`config.mk`:
```
export PLATFORM = sky130hd
export DESIGN_NAME = pft_isqrt
export DESIGN_NICKNAME = d
export VERILOG_FILES = /design/src/rtl/pft_pkg.sv /design/src/rtl/pft_isqrt.sv
export SDC_FILE = /design/constraint.sdc
export NUM_CORES = 2
export LEC_CHECK = 0
export ABC_CLOCK_PERIOD_IN_PS = 8550
export BUFFER_PORTS_ARGS = -buffer_cell sky130_fd_sc_hd__buf_4
export CAP_MARGIN = 5
export CORE_MARGIN = 1
export CORE_UTILIZATION = 35
export CTS_CLUSTER_DIAMETER = 30
export DETAILED_ROUTE_END_ITERATION = 6
export RECOVER_POWER = 50
export SYNTH_ARGS = -nofsm -noshare
export SYNTH_HDL_FRONTEND = slang
export SYNTH_MEMORY_MAX_BITS = 65536
export SYNTH_SLANG_ARGS = --single-unit
```
`constraint.sdc`:
```
create_clock -name clk -period 8.55 [get_ports clk]
set_clock_uncertainty 0.15 [all_clocks]
set_input_delay 0.4275 -clock clk [delete_from_list [all_inputs] [get_ports clk]]
set_output_delay 0.4275 -clock clk [all_outputs]
set_load 0.03 [all_outputs]
```
`src/rtl/pft_pkg.sv`:
```
// ----------------------------------------------------------------------------
// pft_pkg
// Widths, stage counts and the sideband type shared by the plane-setup pipeline.
// ----------------------------------------------------------------------------
package pft_pkg;

    localparam int COORD_W      = 24;  // vertex coordinate, Q11.12
    localparam int EDGE_W       = 25;  // edge vector component
    localparam int PROD_W       = 50;  // edge product
    localparam int CROSS_W      = 51;  // cross product component
    localparam int MAG_W        = 50;  // cross product magnitude
    localparam int LOD_W        = 6;   // index of the leading one of a magnitude
    localparam int UNIT_W       = 31;  // scaled magnitude, below 2^31
    localparam int SQ_W         = 62;  // square of a scaled magnitude
    localparam int RAD_W        = 64;  // sum of squares
    localparam int ROOT_W       = 32;  // integer square root
    localparam int ISQRT_STAGES = 32;  // one root bit per stage
    localparam int NUM_W        = 63;  // divider numerator
    localparam int DEN_W        = 33;  // divider denominator
    localparam int QUO_W        = 31;  // divider quotient, at most 2^30
    localparam int DIV_STAGES   = 31;  // one quotient bit per stage
    localparam int NORM_W       = 32;  // normal component, Q1.30
    localparam int DOT_W        = 56;  // normal times coordinate
    localparam int DSUM_W       = 58;  // dot product
    localparam int RND_W        = 28;  // rounded dot product magnitude
    localparam int OFFS_W       = 25;  // plane offset, Q12.12
    localparam int FRAC_SHIFT   = 30;  // Q.42 to Q.12

    localparam logic [RND_W-1:0] OFFS_POS_MAX = RND_W'(24'hFF_FFFF);
    localparam logic [RND_W-1:0] OFFS_NEG_MAX = RND_W'(25'h100_0000);

    typedef struct packed {
        logic                      valid;
        logic                      degen;
        logic [2:0]                neg;
        logic signed [COORD_W-1:0] ax;
        logic signed [COORD_W-1:0] ay;
        logic signed [COORD_W-1:0] az;
        logic [UNIT_W-1:0]         ux;
        logic [UNIT_W-1:0]         uy;
        logic [UNIT_W-1:0]         uz;
    } side_t;

endpackage

```
`src/rtl/pft_isqrt.sv`:
```
// ----------------------------------------------------------------------------
// pft_isqrt
// Pipelined integer square root, floor, one root bit resolved per stage.
// ----------------------------------------------------------------------------
module pft_isqrt
(
    input  logic                          clk,
    input  logic [pft_pkg::RAD_W-1:0]     radicand,
    output logic [pft_pkg::ROOT_W-1:0]    root
);

    localparam int N = pft_pkg::ISQRT_STAGES;

    logic [33:0]                    rem_reg  [N];
    logic [pft_pkg::ROOT_W-1:0]     root_reg [N];
    logic [pft_pkg::RAD_W-1:0]      x_reg    [N];

    logic [33:0]                    rem_next  [N];
    logic [pft_pkg::ROOT_W-1:0]     root_next [N];
    logic [pft_pkg::RAD_W-1:0]      x_next    [N];

    genvar g;
    generate
        for (g = 0; g < N; g++)
        begin : g_stage
            logic [33:0]                rem_in;
            logic [pft_pkg::ROOT_W-1:0] root_in;
            logic [pft_pkg::RAD_W-1:0]  x_in;
            logic [35:0]                r2;
            logic [35:0]                trial;
            logic                       ge;

            if (g == 0)
            begin : g_first
                assign rem_in  = '0;
                assign root_in = '0;
                assign x_in    = radicand;
            end
            else
            begin : g_rest
                assign rem_in  = rem_reg[g-1];
                assign root_in = root_reg[g-1];
                assign x_in    = x_reg[g-1];
            end

            // bring down the next pair of radicand bits, try root*4+1
            assign r2    = {rem_in, x_in[pft_pkg::RAD_W-1 -: 2]};
            assign trial = {2'b00, root_in, 2'b01};
            assign ge    = (r2 >= trial);

            always_comb
            begin
                rem_next[g]  = ge ? 34'(r2 - trial) : r2[33:0];
                root_next[g] = {root_in[pft_pkg::ROOT_W-2:0], ge};
                x_next[g]    = {x_in[pft_pkg::RAD_W-3:0], 2'b00};
            end

            always_ff @(posedge clk)
            begin
                rem_reg[g]  <= rem_next[g];
                root_reg[g] <= root_next[g];
                x_reg[g]    <= x_next[g];
            end
        end
    endgenerate

    assign root = root_reg[N-1];

endmodule

```
## After elaboration in Yosys (flattened, before gate mapping)

Memories as Yosys holds them, arrays and structs flattened.
Cells that the tools add are included.

- Bits in registers: 0
- Latch bits: 0
- Bits in writable memories: 4096
- Bits in read-only memories: 0
- Input bits: 65
- Output and inout port bits: 32
- Logic and storage cells: 99
- Memories kept: 3

- Add/subtract/negate cells: 32
- $mul: 0
- Div/mod/pow operators: 0
- $lt $le $gt $ge: 32
- Equality and inequality tests: 0
- Shift operators: 0
- Muxes and demuxes: 32
- Bitwise operators: 0
- Reductions and logical operators: 0

Memory list:

| name | words | width | rd ports | clocked after memory_dff | wr ports | RTL line | source |
|---|---|---|---|---|---|---|---|
| x_reg | 32 | 62 | 31 | 0 | 32 | pft_isqrt.sv:16 | `logic [pft_pkg::RAD_W-1:0] x_reg [N];` |
| rem_reg | 32 | 34 | 31 | 0 | 32 | pft_isqrt.sv:14 | `logic [33:0] rem_reg [N];` |
| root_reg | 32 | 32 | 32 | 0 | 32 | pft_isqrt.sv:15 | `logic [pft_pkg::ROOT_W-1:0] root_reg [N];` |

Operators by type and width:

| operator | count |
|---|---|
| $ge A36 B34 Y1 | 31 |
| $mux W34 | 32 |
| $sub A34 B34 Y34 | 31 |
| $sub A2 B1 Y3 const B | 1 |
| $ge A2 B1 Y1 const B | 1 |

## Logic depth before layout (Yosys ltp)

An unclocked memory read counts as a cell.

- Depth after elaboration: 3
- Gate-level depth with buffers: 14

## Worst setup path after synthesis

OpenSTA, ideal clock, no wires.

- Path kind: reg2reg
- Start: memory root_reg[0][32] in the netlist's numbering
- End: memory rem_reg[2][27] (netlist: rem_reg[0][95])
- Setup time: 0.120 ns
- Arrival: 3.095 ns
- Required time: 8.280 ns
- Path slack: 5.185 ns
- Stages on the path, launching flop included: 13
- Path buffers: 1
- Period minus slack after synthesis: 3.365 ns
- Cell sequence: dfxtp_1 inv_1 ha_1 nor2b_1 o21ai_1 nor4bb_1 and3_4 or4_4 or4_4 or4_4 or3_1 buf_2 xnor2_1

RTL lines:

| item | RTL line |
|---|---|
| from (decl) | pft_isqrt.sv:15 |
| to (decl) | pft_isqrt.sv:14 |

==> flow_summary.ini <==
[status]
outcome = completed

[drt]
drt-vias-per-instance = 4.76
wl_per_cell_um = 15.4
drt_iter0_drc = 3451
drc = 0
routed_wl_um = 208000
firstDrtPassIters = 6
dr_total_vias = 64508
ant_nets = 0

[logic_synthesis]
netlist_area_sq_um = 92400
yosysWarnings = 0
synth_seq_area_share_pct = 54.6
synthTopCellsByArea = dfxtp_1 (55%), ha_1 (7.6%), xnor2_1 (4.3%), xor2_1 (3.7%), a21oi_1 (3.2%)
postSynthAreaPerCell_sq_um = 10.1
synth.top_cell.area_share_pct = 54.6
synth-edff-count = 0
ys_async_sr_fraction_pct = 0
syn_nets = 9737
synthFlopType = dfxtp_1
synth_seq_cells = 2523
yosysUniqueCellTypes = 88
syn-instance-count = 9110
yosys.area.top_type = dfxtp_1

[global_routing]
grt_pass1_wl_um = 335000
grt_usage_pct = 15.4
antenna_found_initial = 5
grt_pass1_vias = 65037
grt_overflow = 0
grt_max_degree = 62

[power_and_ir_drop]
ir_worst_vdd_mv = 0.206
p_total_mw = 38.3
p_leak_nw = 53.0
powerDensity_nw_per_um2 = 334

[floorplan]
rows = 188
num_io_pins = 97
die_h_um = 516
core-area_sq_um = 263000
die_area_sq_um = 266000
die_w_um = 516
start_util_pct = 35.2

[timing]
period_needed_ns = 4.36
slew_violations = 0
max_freq_mhz = 230
rsz0062_at_grt = false
hold_violations = 0
setup_tns_ns = 0
min_period_over_period_pct = 50.9
setup_violations = 0
worstMarginPinSlew_ns = 1.32
setup_slack_ns = 4.19
slew_headroom_pct = 11.4

[critical_path]
cp_max_fo = 6
path_class = reg2reg
slowest_stage = a2111oi_0
crit_path_end_kind = register
start_kind = register
cp_cell_sequence = inv_1, ha_1, a21oi_1, a21oi_1, a2111oi_0, o221ai_1, a2111oi_0, o41ai_1, buf_4, a21boi_0, xnor2_1, o21ai_0
cp.required_ns = 9.20
arrival_ns = 5.01
cp_slowest_stage_delay_ns = 1.00

[finish]
stdcell_area_sq_um = 115000
final_cell_mix = dfxtp_1 (2523), inv_1 (696), nand2_1 (656)
n_fill_cell = 24684
fin_nets = 10271
drive_gt1_share_pct = 11.0
layout_commonest_cell = dfxtp_1
syn_to_final_growth_pct = 24.0
final_cells = 13545
multi_input_area_sq_um = 38700
largest_reg_flops = 1003
seqCellArea_sq_um = 50500

[placed_design]
dp_cells = 12566
dp_hpwl_um = 156000
pre_cts_ws_ns = 4.46
place.gp.congestion = 0.880
portBuffers = 96
placed_area_sq_um = 97100

[clocking]
cts_resized = 0
cts_buffer_depth = 4
h-tree-depth = 5
cts_root_buffer = clkbuf_16
numCtsBuffers = 461
cts_hold_buf = 129
postCtsSetupRepairBufs = 0
cts_sinks = 2523
cts_tree = yes
clkSlewWorstSetupHoldPaths_ns = 0.05
clkLatencyLatePin_ns = 1.00

[flow_run]
max_cap_viol_count = 0

[hold_path]
min_path_type = reg2reg
## layer usage
layer	up-vias	wire length (um)	GRT usage, %
li1	32456	-	-
met1	30182	90700	18.5
met2	1436	101000	27.0
met3	434	9530	2.92
met4	0	6390	5.96
met5	-	0	0
## through the flow
stage | utilization (%) | hold WS (ns)
detailed placement | 37.0 | 0.162
finish | 43.7 | 0.106
floorplan | - | 0.160
global placement | 37.0 | 0.160
global route | 43.7 | 0.101
CTS | 43.6 | 0.0925
## critical path, delay by kind of cell (launching register included)
kind | cells | cell delay, ns
xor gates and xnor gates | 1 | 0.14
AOI/OAI and AO/OA | 8 | 3.05
DFF | 1 | 0.32
buffers and inverters | 2 | 0.23
adders and majority gates | 1 | 0.32
## worst paths after layout
kind	start	slack, ns	cells after the start	endpoint
worst min-delay path	x_reg[0][775]	0.11	0	x_reg[0][839]
worst max register to register	root_reg[1][355]	4.19	12	rem_reg[1][435]
worst max-delay path	root_reg[1][355]	4.19	12	rem_reg[1][435]
worst min register to register	x_reg[0][775]	0.11	0	x_reg[0][839]
## cells in the mapped netlist, drive strengths merged (51+ instances only)
| master | instances |
|---|---|
| a211oi | 51 |
| a21o | 256 |
| a21oi | 585 |
| and3 | 53 |
| clkbuf | 149 |
| dfxtp | 2523 |
| ha | 562 |
| inv | 696 |
| mux2 | 73 |
| nand2 | 656 |
| nand2b | 112 |
| nand3 | 152 |
| nand4 | 110 |
| nor2 | 562 |
| nor2b | 72 |
| nor3 | 192 |
| nor4 | 109 |
| o21a | 107 |
| o21ai | 453 |
| o31ai | 67 |
| or2 | 57 |
| or3 | 80 |
| or4 | 65 |
| xnor2 | 459 |
| xor2 | 391 |
## logic make-up after synthesis
kind of cell	synth area share [%]
xor gates and xnor gates	8.05
AOI/OAI and AO/OA	12.4
muxes	1.01
adders and majority gates	7.61
other	0.00406
DFF	54.6
buffers and inverters	3.57
and+or+nand+nor	12.7
## area by class of cell
| class | instances | share of cell area, % |
|---|---|---|
| Antenna cell | 2 | 0.00437 |
| Clock buffer | 535 | 10.7 |
| Clock inverter | 312 | 3.42 |
| Inverter | 696 | 2.28 |
| Multi-Input combinational cell | 5713 | 33.8 |
| Sequential cell | 2523 | 44.1 |
| Tap cell | 3515 | 3.84 |
| Timing Repair Buffer | 249 | 1.91 |
## power by group
part	internal (mW)	total, mW	switching [mW]
combinational	2.17	4.79	2.63
sequential	13.7	15.2	1.47
clock	12.2	18.3	6.19
No activity file was read; power rests on OpenSTA's default activity.
