File: src/rtl/pft_pkg.sv
// ----------------------------------------------------------------------------
// pft_pkg
// Widths, stage counts and the sideband type shared by the plane-setup pipeline.
// ----------------------------------------------------------------------------
package pft_pkg;

    localparam int COORD_W      = 24;  // vertex coordinate, Q11.12
    localparam int EDGE_W       = 25;  // edge vector component
    localparam int PROD_W       = 50;  // edge product
    localparam int CROSS_W      = 51;  // cross product component
    localparam int MAG_W        = 50;  // cross product magnitude
    localparam int LOD_W        = 6;   // index of the leading one of a magnitude
    localparam int UNIT_W       = 31;  // scaled magnitude, below 2^31
    localparam int SQ_W         = 62;  // square of a scaled magnitude
    localparam int RAD_W        = 64;  // sum of squares
    localparam int ROOT_W       = 32;  // integer square root
    localparam int ISQRT_STAGES = 32;  // one root bit per stage
    localparam int NUM_W        = 63;  // divider numerator
    localparam int DEN_W        = 33;  // divider denominator
    localparam int QUO_W        = 31;  // divider quotient, at most 2^30
    localparam int DIV_STAGES   = 31;  // one quotient bit per stage
    localparam int NORM_W       = 32;  // normal component, Q1.30
    localparam int DOT_W        = 56;  // normal times coordinate
    localparam int DSUM_W       = 58;  // dot product
    localparam int RND_W        = 28;  // rounded dot product magnitude
    localparam int OFFS_W       = 25;  // plane offset, Q12.12
    localparam int FRAC_SHIFT   = 30;  // Q.42 to Q.12

    localparam logic [RND_W-1:0] OFFS_POS_MAX = RND_W'(24'hFF_FFFF);
    localparam logic [RND_W-1:0] OFFS_NEG_MAX = RND_W'(25'h100_0000);

    typedef struct packed {
        logic                      valid;
        logic                      degen;
        logic [2:0]                neg;
        logic signed [COORD_W-1:0] ax;
        logic signed [COORD_W-1:0] ay;
        logic signed [COORD_W-1:0] az;
        logic [UNIT_W-1:0]         ux;
        logic [UNIT_W-1:0]         uy;
        logic [UNIT_W-1:0]         uz;
    } side_t;

endpackage

File: src/rtl/pft_div.sv
// ----------------------------------------------------------------------------
// pft_div
// Pipelined restoring divider, one quotient bit per stage; quotient < 2^31.
// ----------------------------------------------------------------------------
module pft_div
(
    input  logic                          clk,
    input  logic [pft_pkg::NUM_W-1:0]     num,
    input  logic [pft_pkg::DEN_W-1:0]     den,
    output logic [pft_pkg::QUO_W-1:0]     quo
);

    localparam int N  = pft_pkg::DIV_STAGES;
    localparam int QW = pft_pkg::QUO_W;
    localparam int DW = pft_pkg::DEN_W;

    logic [DW-1:0] rem_reg [N];
    logic [QW-1:0] low_reg [N];
    logic [QW-1:0] q_reg   [N];
    logic [DW-1:0] den_reg [N];

    genvar g;
    generate
        for (g = 0; g < N; g++)
        begin : g_stage
            logic [DW-1:0] rem_in;
            logic [QW-1:0] low_in;
            logic [QW-1:0] q_in;
            logic [DW-1:0] den_in;
            logic [DW:0]   r2;
            logic          ge;

            if (g == 0)
            begin : g_first
                // upper numerator bits are already below the divisor
                assign rem_in = DW'(num[pft_pkg::NUM_W-1:QW]);
                assign low_in = num[QW-1:0];
                assign q_in   = '0;
                assign den_in = den;
            end
            else
            begin : g_rest
                assign rem_in = rem_reg[g-1];
                assign low_in = low_reg[g-1];
                assign q_in   = q_reg[g-1];
                assign den_in = den_reg[g-1];
            end

            assign r2 = {rem_in, low_in[QW-1]};
            assign ge = (r2 >= {1'b0, den_in});

            always_ff @(posedge clk)
            begin
                rem_reg[g] <= ge ? DW'(r2 - {1'b0, den_in}) : r2[DW-1:0];
                low_reg[g] <= {low_in[QW-2:0], 1'b0};
                q_reg[g]   <= {q_in[QW-2:0], ge};
                den_reg[g] <= den_in;
            end
        end
    endgenerate

    assign quo = q_reg[N-1];

endmodule

File: config.mk
export PLATFORM = sky130hd
export DESIGN_NAME = pft_div
export DESIGN_NICKNAME = d
export VERILOG_FILES = /design/src/rtl/pft_pkg.sv /design/src/rtl/pft_div.sv
export SDC_FILE = /design/constraint.sdc
export NUM_CORES = 2
export LEC_CHECK = 0
export BUFFER_PORTS_ARGS = -buffer_cell sky130_fd_sc_hd__buf_2
export CORE_UTILIZATION = 35
export DETAILED_ROUTE_END_ITERATION = 10
export PLACE_DENSITY = 0.57
export SYNTH_ARGS = -nofsm -noshare
export SYNTH_HDL_FRONTEND = slang
export SYNTH_SLANG_ARGS = --single-unit
File: constraint.sdc
create_clock -name clk -period 5.6 [get_ports clk]
set_input_delay 1.68 -clock clk [delete_from_list [all_inputs] [get_ports clk]]
set_output_delay 1.68 -clock clk [all_outputs]
set_load 0.02 [all_outputs]
* After elaboration in Yosys (flattened, before gate mapping)
Memories as Yosys holds them, arrays and structs flattened.
Index checks and enable logic that the tools add are counted.
W data, S select, Z words.
** Storage, ports and cells
- Register bits after elaboration :: 0
- Memory bits (writable) :: 3937
- Input bits :: 97
- Output and inout bits :: 31
- Memories kept :: 4
** Memories
- den_reg :: depth 31, width 33, read ports 30, clocked after memory_dff 0, wr ports 31, RTL line pft_div.sv:20 : logic [DW-1:0] den_reg [N];
- rem_reg :: depth 31, width 33, read ports 30, clocked after memory_dff 0, wr ports 31, RTL line pft_div.sv:17 : logic [DW-1:0] rem_reg [N];
- q_reg :: depth 31, width 31, read ports 31, clocked after memory_dff 0, wr ports 31, RTL line pft_div.sv:19 : logic [QW-1:0] q_reg [N];
- low_reg :: depth 31, width 30, read ports 30, clocked after memory_dff 0, wr ports 31, RTL line pft_div.sv:18 : logic [QW-1:0] low_reg [N];
** Cells by class
- $add $sub $neg :: 31
- Order comparisons :: 31
- Mux-type cells :: 31
** Operators with widths (number)
- $mux W33 :: 31
- $sub A33 B33 Y33 :: 31
- $ge A34 B33 Y1 :: 30
- $ge A33 B33 Y1 :: 1

* Logic depth before layout (Yosys ltp)
An unclocked memory read counts as a cell.
- Word-level depth :: 3
- Mapped depth :: 18
- Depth with buffers taken out :: 16

* Worst setup path before layout
No wires, ideal clock.
- Path kind :: in2reg
- Start :: input port den[3] (netlist name)
- End :: memory rem_reg[0][23] (netlist name)
- Setup time :: 121 ps
- Arrival time :: 4275 ps
- Required time :: 5479 ps
- Setup slack :: 1204 ps
- Cell stages on the path :: 13
- Cell sequence :: inv_1 > ha_1 > o21a_1 > o31a_1 > o21a_1 > a21oi_1 > o31ai_2 > a21oi_1 > o311ai_1 > o211ai_1 > o21ai_2 > buf_2 > mux2_2
** RTL lines
- from (decl) :: RTL line pft_div.sv:9 : input logic [pft_pkg::DEN_W-1:0] den,
- to (decl) :: RTL line pft_div.sv:17

==> flow_metrics.tcl <==
set metrics [dict create \
    status "finished, final reports clean" \
    required_ns 6.35 \
    cts_max_level 5 \
    drive_gt1_share_pct 8.32 \
    p_per_area_nw_per_um2 679 \
    dp.cells 17200 \
    netlist_instances 12700 \
    overflow 0 \
    drv_slew 0 \
    final_cells 17800 \
    synthFlopType "dfxtp_1" \
    final_hold_viol_count 0 \
    path_clk_slew_ns 0.06 \
    holdPathStages 0 \
    vias 85700 \
    ant_nets 0 \
    leakagePower_nw 63.7 \
    critPathArrivalTime_ns 5.33 \
    synth_edf_count 0 \
    min_from "q_reg[1][414]$_DFF_P_" \
    ys_types 109 \
    mappedNetlistNets 13900 \
    tns_ns 0 \
    synthArstFlopShare_pct 0 \
    fmax_ghz 0.218 \
    critPathCaptureType "flip-flop" \
    path_max_fanout 31 \
    grt_pass1_wl_mm 448 \
    root_buffer "clkbuf_16" \
    r2r_setup_slack_ns 1.02 \
    synth-seq-area-share_pct 48.1 \
    grt.met2_usage_pct 28.9 \
    core_area_um2 347000 \
    finalCritPeriodShare_pct 81.8 \
    post_cts_buffers 0 \
    hold_slack_ns 0.305 \
    via_per_inst 4.82 \
    start_util_pct 35.3 \
    grt_max_degree 67 \
    layout-area-overhead-vs-synth_pct 13.8 \
    postSynthAreaPerCell_um2 9.63 \
    drt-total-wl_mm 284 \
    reg2reg_from "low_reg[12][29]$_DFF_P_" \
    rows 216 \
    drc 0 \
    maxCapViolations 0 \
    synth_area_um2 122000 \
    cts_tree "done" \
    yosysWarnings 0 \
    hold_buffers 0 \
    grt.total_usage_pct 15.6 \
    worstRegToRegCells 15 \
    min-delay-path-class "flip-flop to flip-flop" \
    dieArea_um2 352000 \
    skew_ns 0.0662 \
    cts_resized 0 \
    clkLatencyLatePin_ns 0.93 \
    use_met3_pct 1.94 \
    ys_ff_latch 2941 \
    dr.pass1.iters 6 \
    worstSetupStartpointType "flip-flop" \
    place_congestion 0.895 \
    place.port_buffers 127 \
    r2r-end "rem_reg[0][452]$_DFF_P_" \
    routedWlPerCell_um 16.0 \
    ir_drop_mv 0.334 \
    power.total_mw 94.6 \
    setup_viol 0 \
    hpwlAfterDp_mm 220 \
    chipHeight_um 593 \
    worstHoldEndpoint "q_reg[1][446]$_DFF_P_" \
    grt_pass1_vias 83800 \
    worstMarginPinSlew_ns 1.15 \
    grtUsageMet1_pct 18.3 \
    num-fill-cells 34200 \
    drtIter0Drc 4758 \
    top_usage_layer "met2" \
    rsz0062_at_grt "false" \
    cts_buffers 322 \
    min_period_ns 4.58 \
    pin_count 128 \
    nets 14100 \
    cts_buffer_depth 4 \
    antenna_found_initial 10 \
    criticalPathCategory "flip-flop to flip-flop" \
    fp.dieW_um 593 \
    cts.sinks 2941 \
    relSlewSlack_pct 22.6 \
]
[synth_stat cells (138+ instances only)]
cell         n  area share [%]
clkbuf_1   184            0.56
a21oi_1   1074             4.4
dfxtp_1   2941              48
nand4_1    156            0.80
ha_1      1023              10
nor2_1     612             1.9
nand3_1    208            0.85
mux2_2     243             2.2
nand2_1    949             2.9
o21bai_1   138            0.85
o21ai_0    866             3.5
xor2_1     355             2.5
inv_1     1303             4.0
xnor2_1    500             3.6
a21o_1     534             3.3
[kinds of logic after synthesis]
kind of cell / after synthesis / synth area share, %
AOI/OAI and AO/OA: 3373 / 17.1
DFF: 2941 / 48.1
and+or+nand+nor: 2611 / 9.92
buffers and inverters: 1586 / 5.04
adders and majority gates: 1053 / 10.9
xor gates and xnor gates: 855 / 6.12
muxes: 295 / 2.79
[placed cells by master (no fill, tap or decap), types with 27 or more instances in the layout]
master | Yosys | final
o211ai_1 | 43 | 43
a31oi_1 | 85 | 85
fa_1 | 30 | 30
nand2b_1 | 123 | 123
a41oi_1 | 27 | 27
and2_1 | 40 | 40
buf_4 | 8 | 43
clkbuf_16 | 0 | 327
ha_1 | 1023 | 1023
inv_1 | 1303 | 1303
mux2_4 | 29 | 29
o21ai_1 | 31 | 27
a21o_1 | 534 | 534
nand4_1 | 156 | 156
a211oi_1 | 66 | 66
nor2b_1 | 134 | 134
clkbuf_8 | 0 | 69
clkinv_2 | 0 | 46
o21ai_0 | 866 | 865
buf_2 | 70 | 127
o21a_1 | 107 | 106
xnor2_1 | 500 | 500
o21bai_1 | 138 | 138
nand2_1 | 949 | 948
mux2_2 | 243 | 243
a21oi_1 | 1074 | 1074
clkbuf_1 | 184 | 58
nand3_1 | 208 | 207
nor4_1 | 37 | 37
bufinv_16 | 0 | 33
o31ai_1 | 70 | 69
nor3_1 | 135 | 135
dfxtp_1 | 2941 | 2941
xor2_1 | 355 | 355
nor2_1 | 612 | 612
or3_1 | 32 | 32
and3_1 | 80 | 80
[critical path, stage by stage, from the launching register on]
cell,delay [ns]
dfxtp_1,0.31
inv_1,0.05
ha_1,0.16
inv_1,0.05
fa_1,0.39
a21oi_1,0.24
o2bb2ai_1,0.14
o31ai_1,0.65
o21ai_1,0.23
a31oi_1,0.31
o21bai_1,0.09
a21oi_1,0.33
o31ai_1,0.29
a21oi_4,0.71
buf_4,0.35
o21ai_0,0.11
[metal layers]
layer | part of all wire, % | vias to the layer above
met2 | 50 | 1495
met1 | 43 | 39500
met5 | 0.0042 | -
li1 | - | 44200
met3 | 3.5 | 579
met4 | 3.5 | 2
[area by class of cell]
type                    count  area, µm²  area share, %
multi-input cells        8187      57600           41.3
clock inverters           133       1890           1.35
well taps                4578       5730           4.11
flip-flops and latches   2941      58900           42.2
diodes                      1       2.50        0.00180
repair buffers            173       1020          0.731
clock buffers             454       9350           6.71
inverters                1305       4900           3.51
[per-stage QoR]
step,area (µm²),setup slack (ns),utilization [%]
2_1_floorplan,122000,1.20,-
3_3_place_gp,128000,0.774,36.9
3_5_place_dp,128000,0.787,36.9
4_1_cts,139000,1.06,40.1
5_1_grt,139000,0.853,40.1
6_report,139000,1.02,40.1
[worst max-delay path by stage]
| stage | startpoint | endpoint | slack (ns) | cells after the start |
|---|---|---|---|---|
| 6_report | low_reg[12][29]$_DFF_P_ | rem_reg[0][452]$_DFF_P_ | 1.02 | 15 |
| 5_1_grt | low_reg[12][29]$_DFF_P_ | rem_reg[0][452]$_DFF_P_ | 0.85 | 15 |
| 4_1_cts | low_reg[12][29]$_DFF_P_ | rem_reg[0][452]$_DFF_P_ | 1.06 | 15 |
| 3_5_place_dp | den[1] | rem_reg[0][9]$_DFF_P_ | 0.79 | 14 |
| 3_3_place_gp | den[2] | rem_reg[0][4]$_DFF_P_ | 0.77 | 14 |
| 2_1_floorplan | den[3] | rem_reg[0][23]$_DFF_P_ | 1.20 | 13 |
[where the power goes]
part / switching [mW] / internal (mW)
logic: 23.2 / 18.3
clock network: 8.73 / 13.3
registers: 3.62 / 27.4
(Power assumes the default switching activity.)
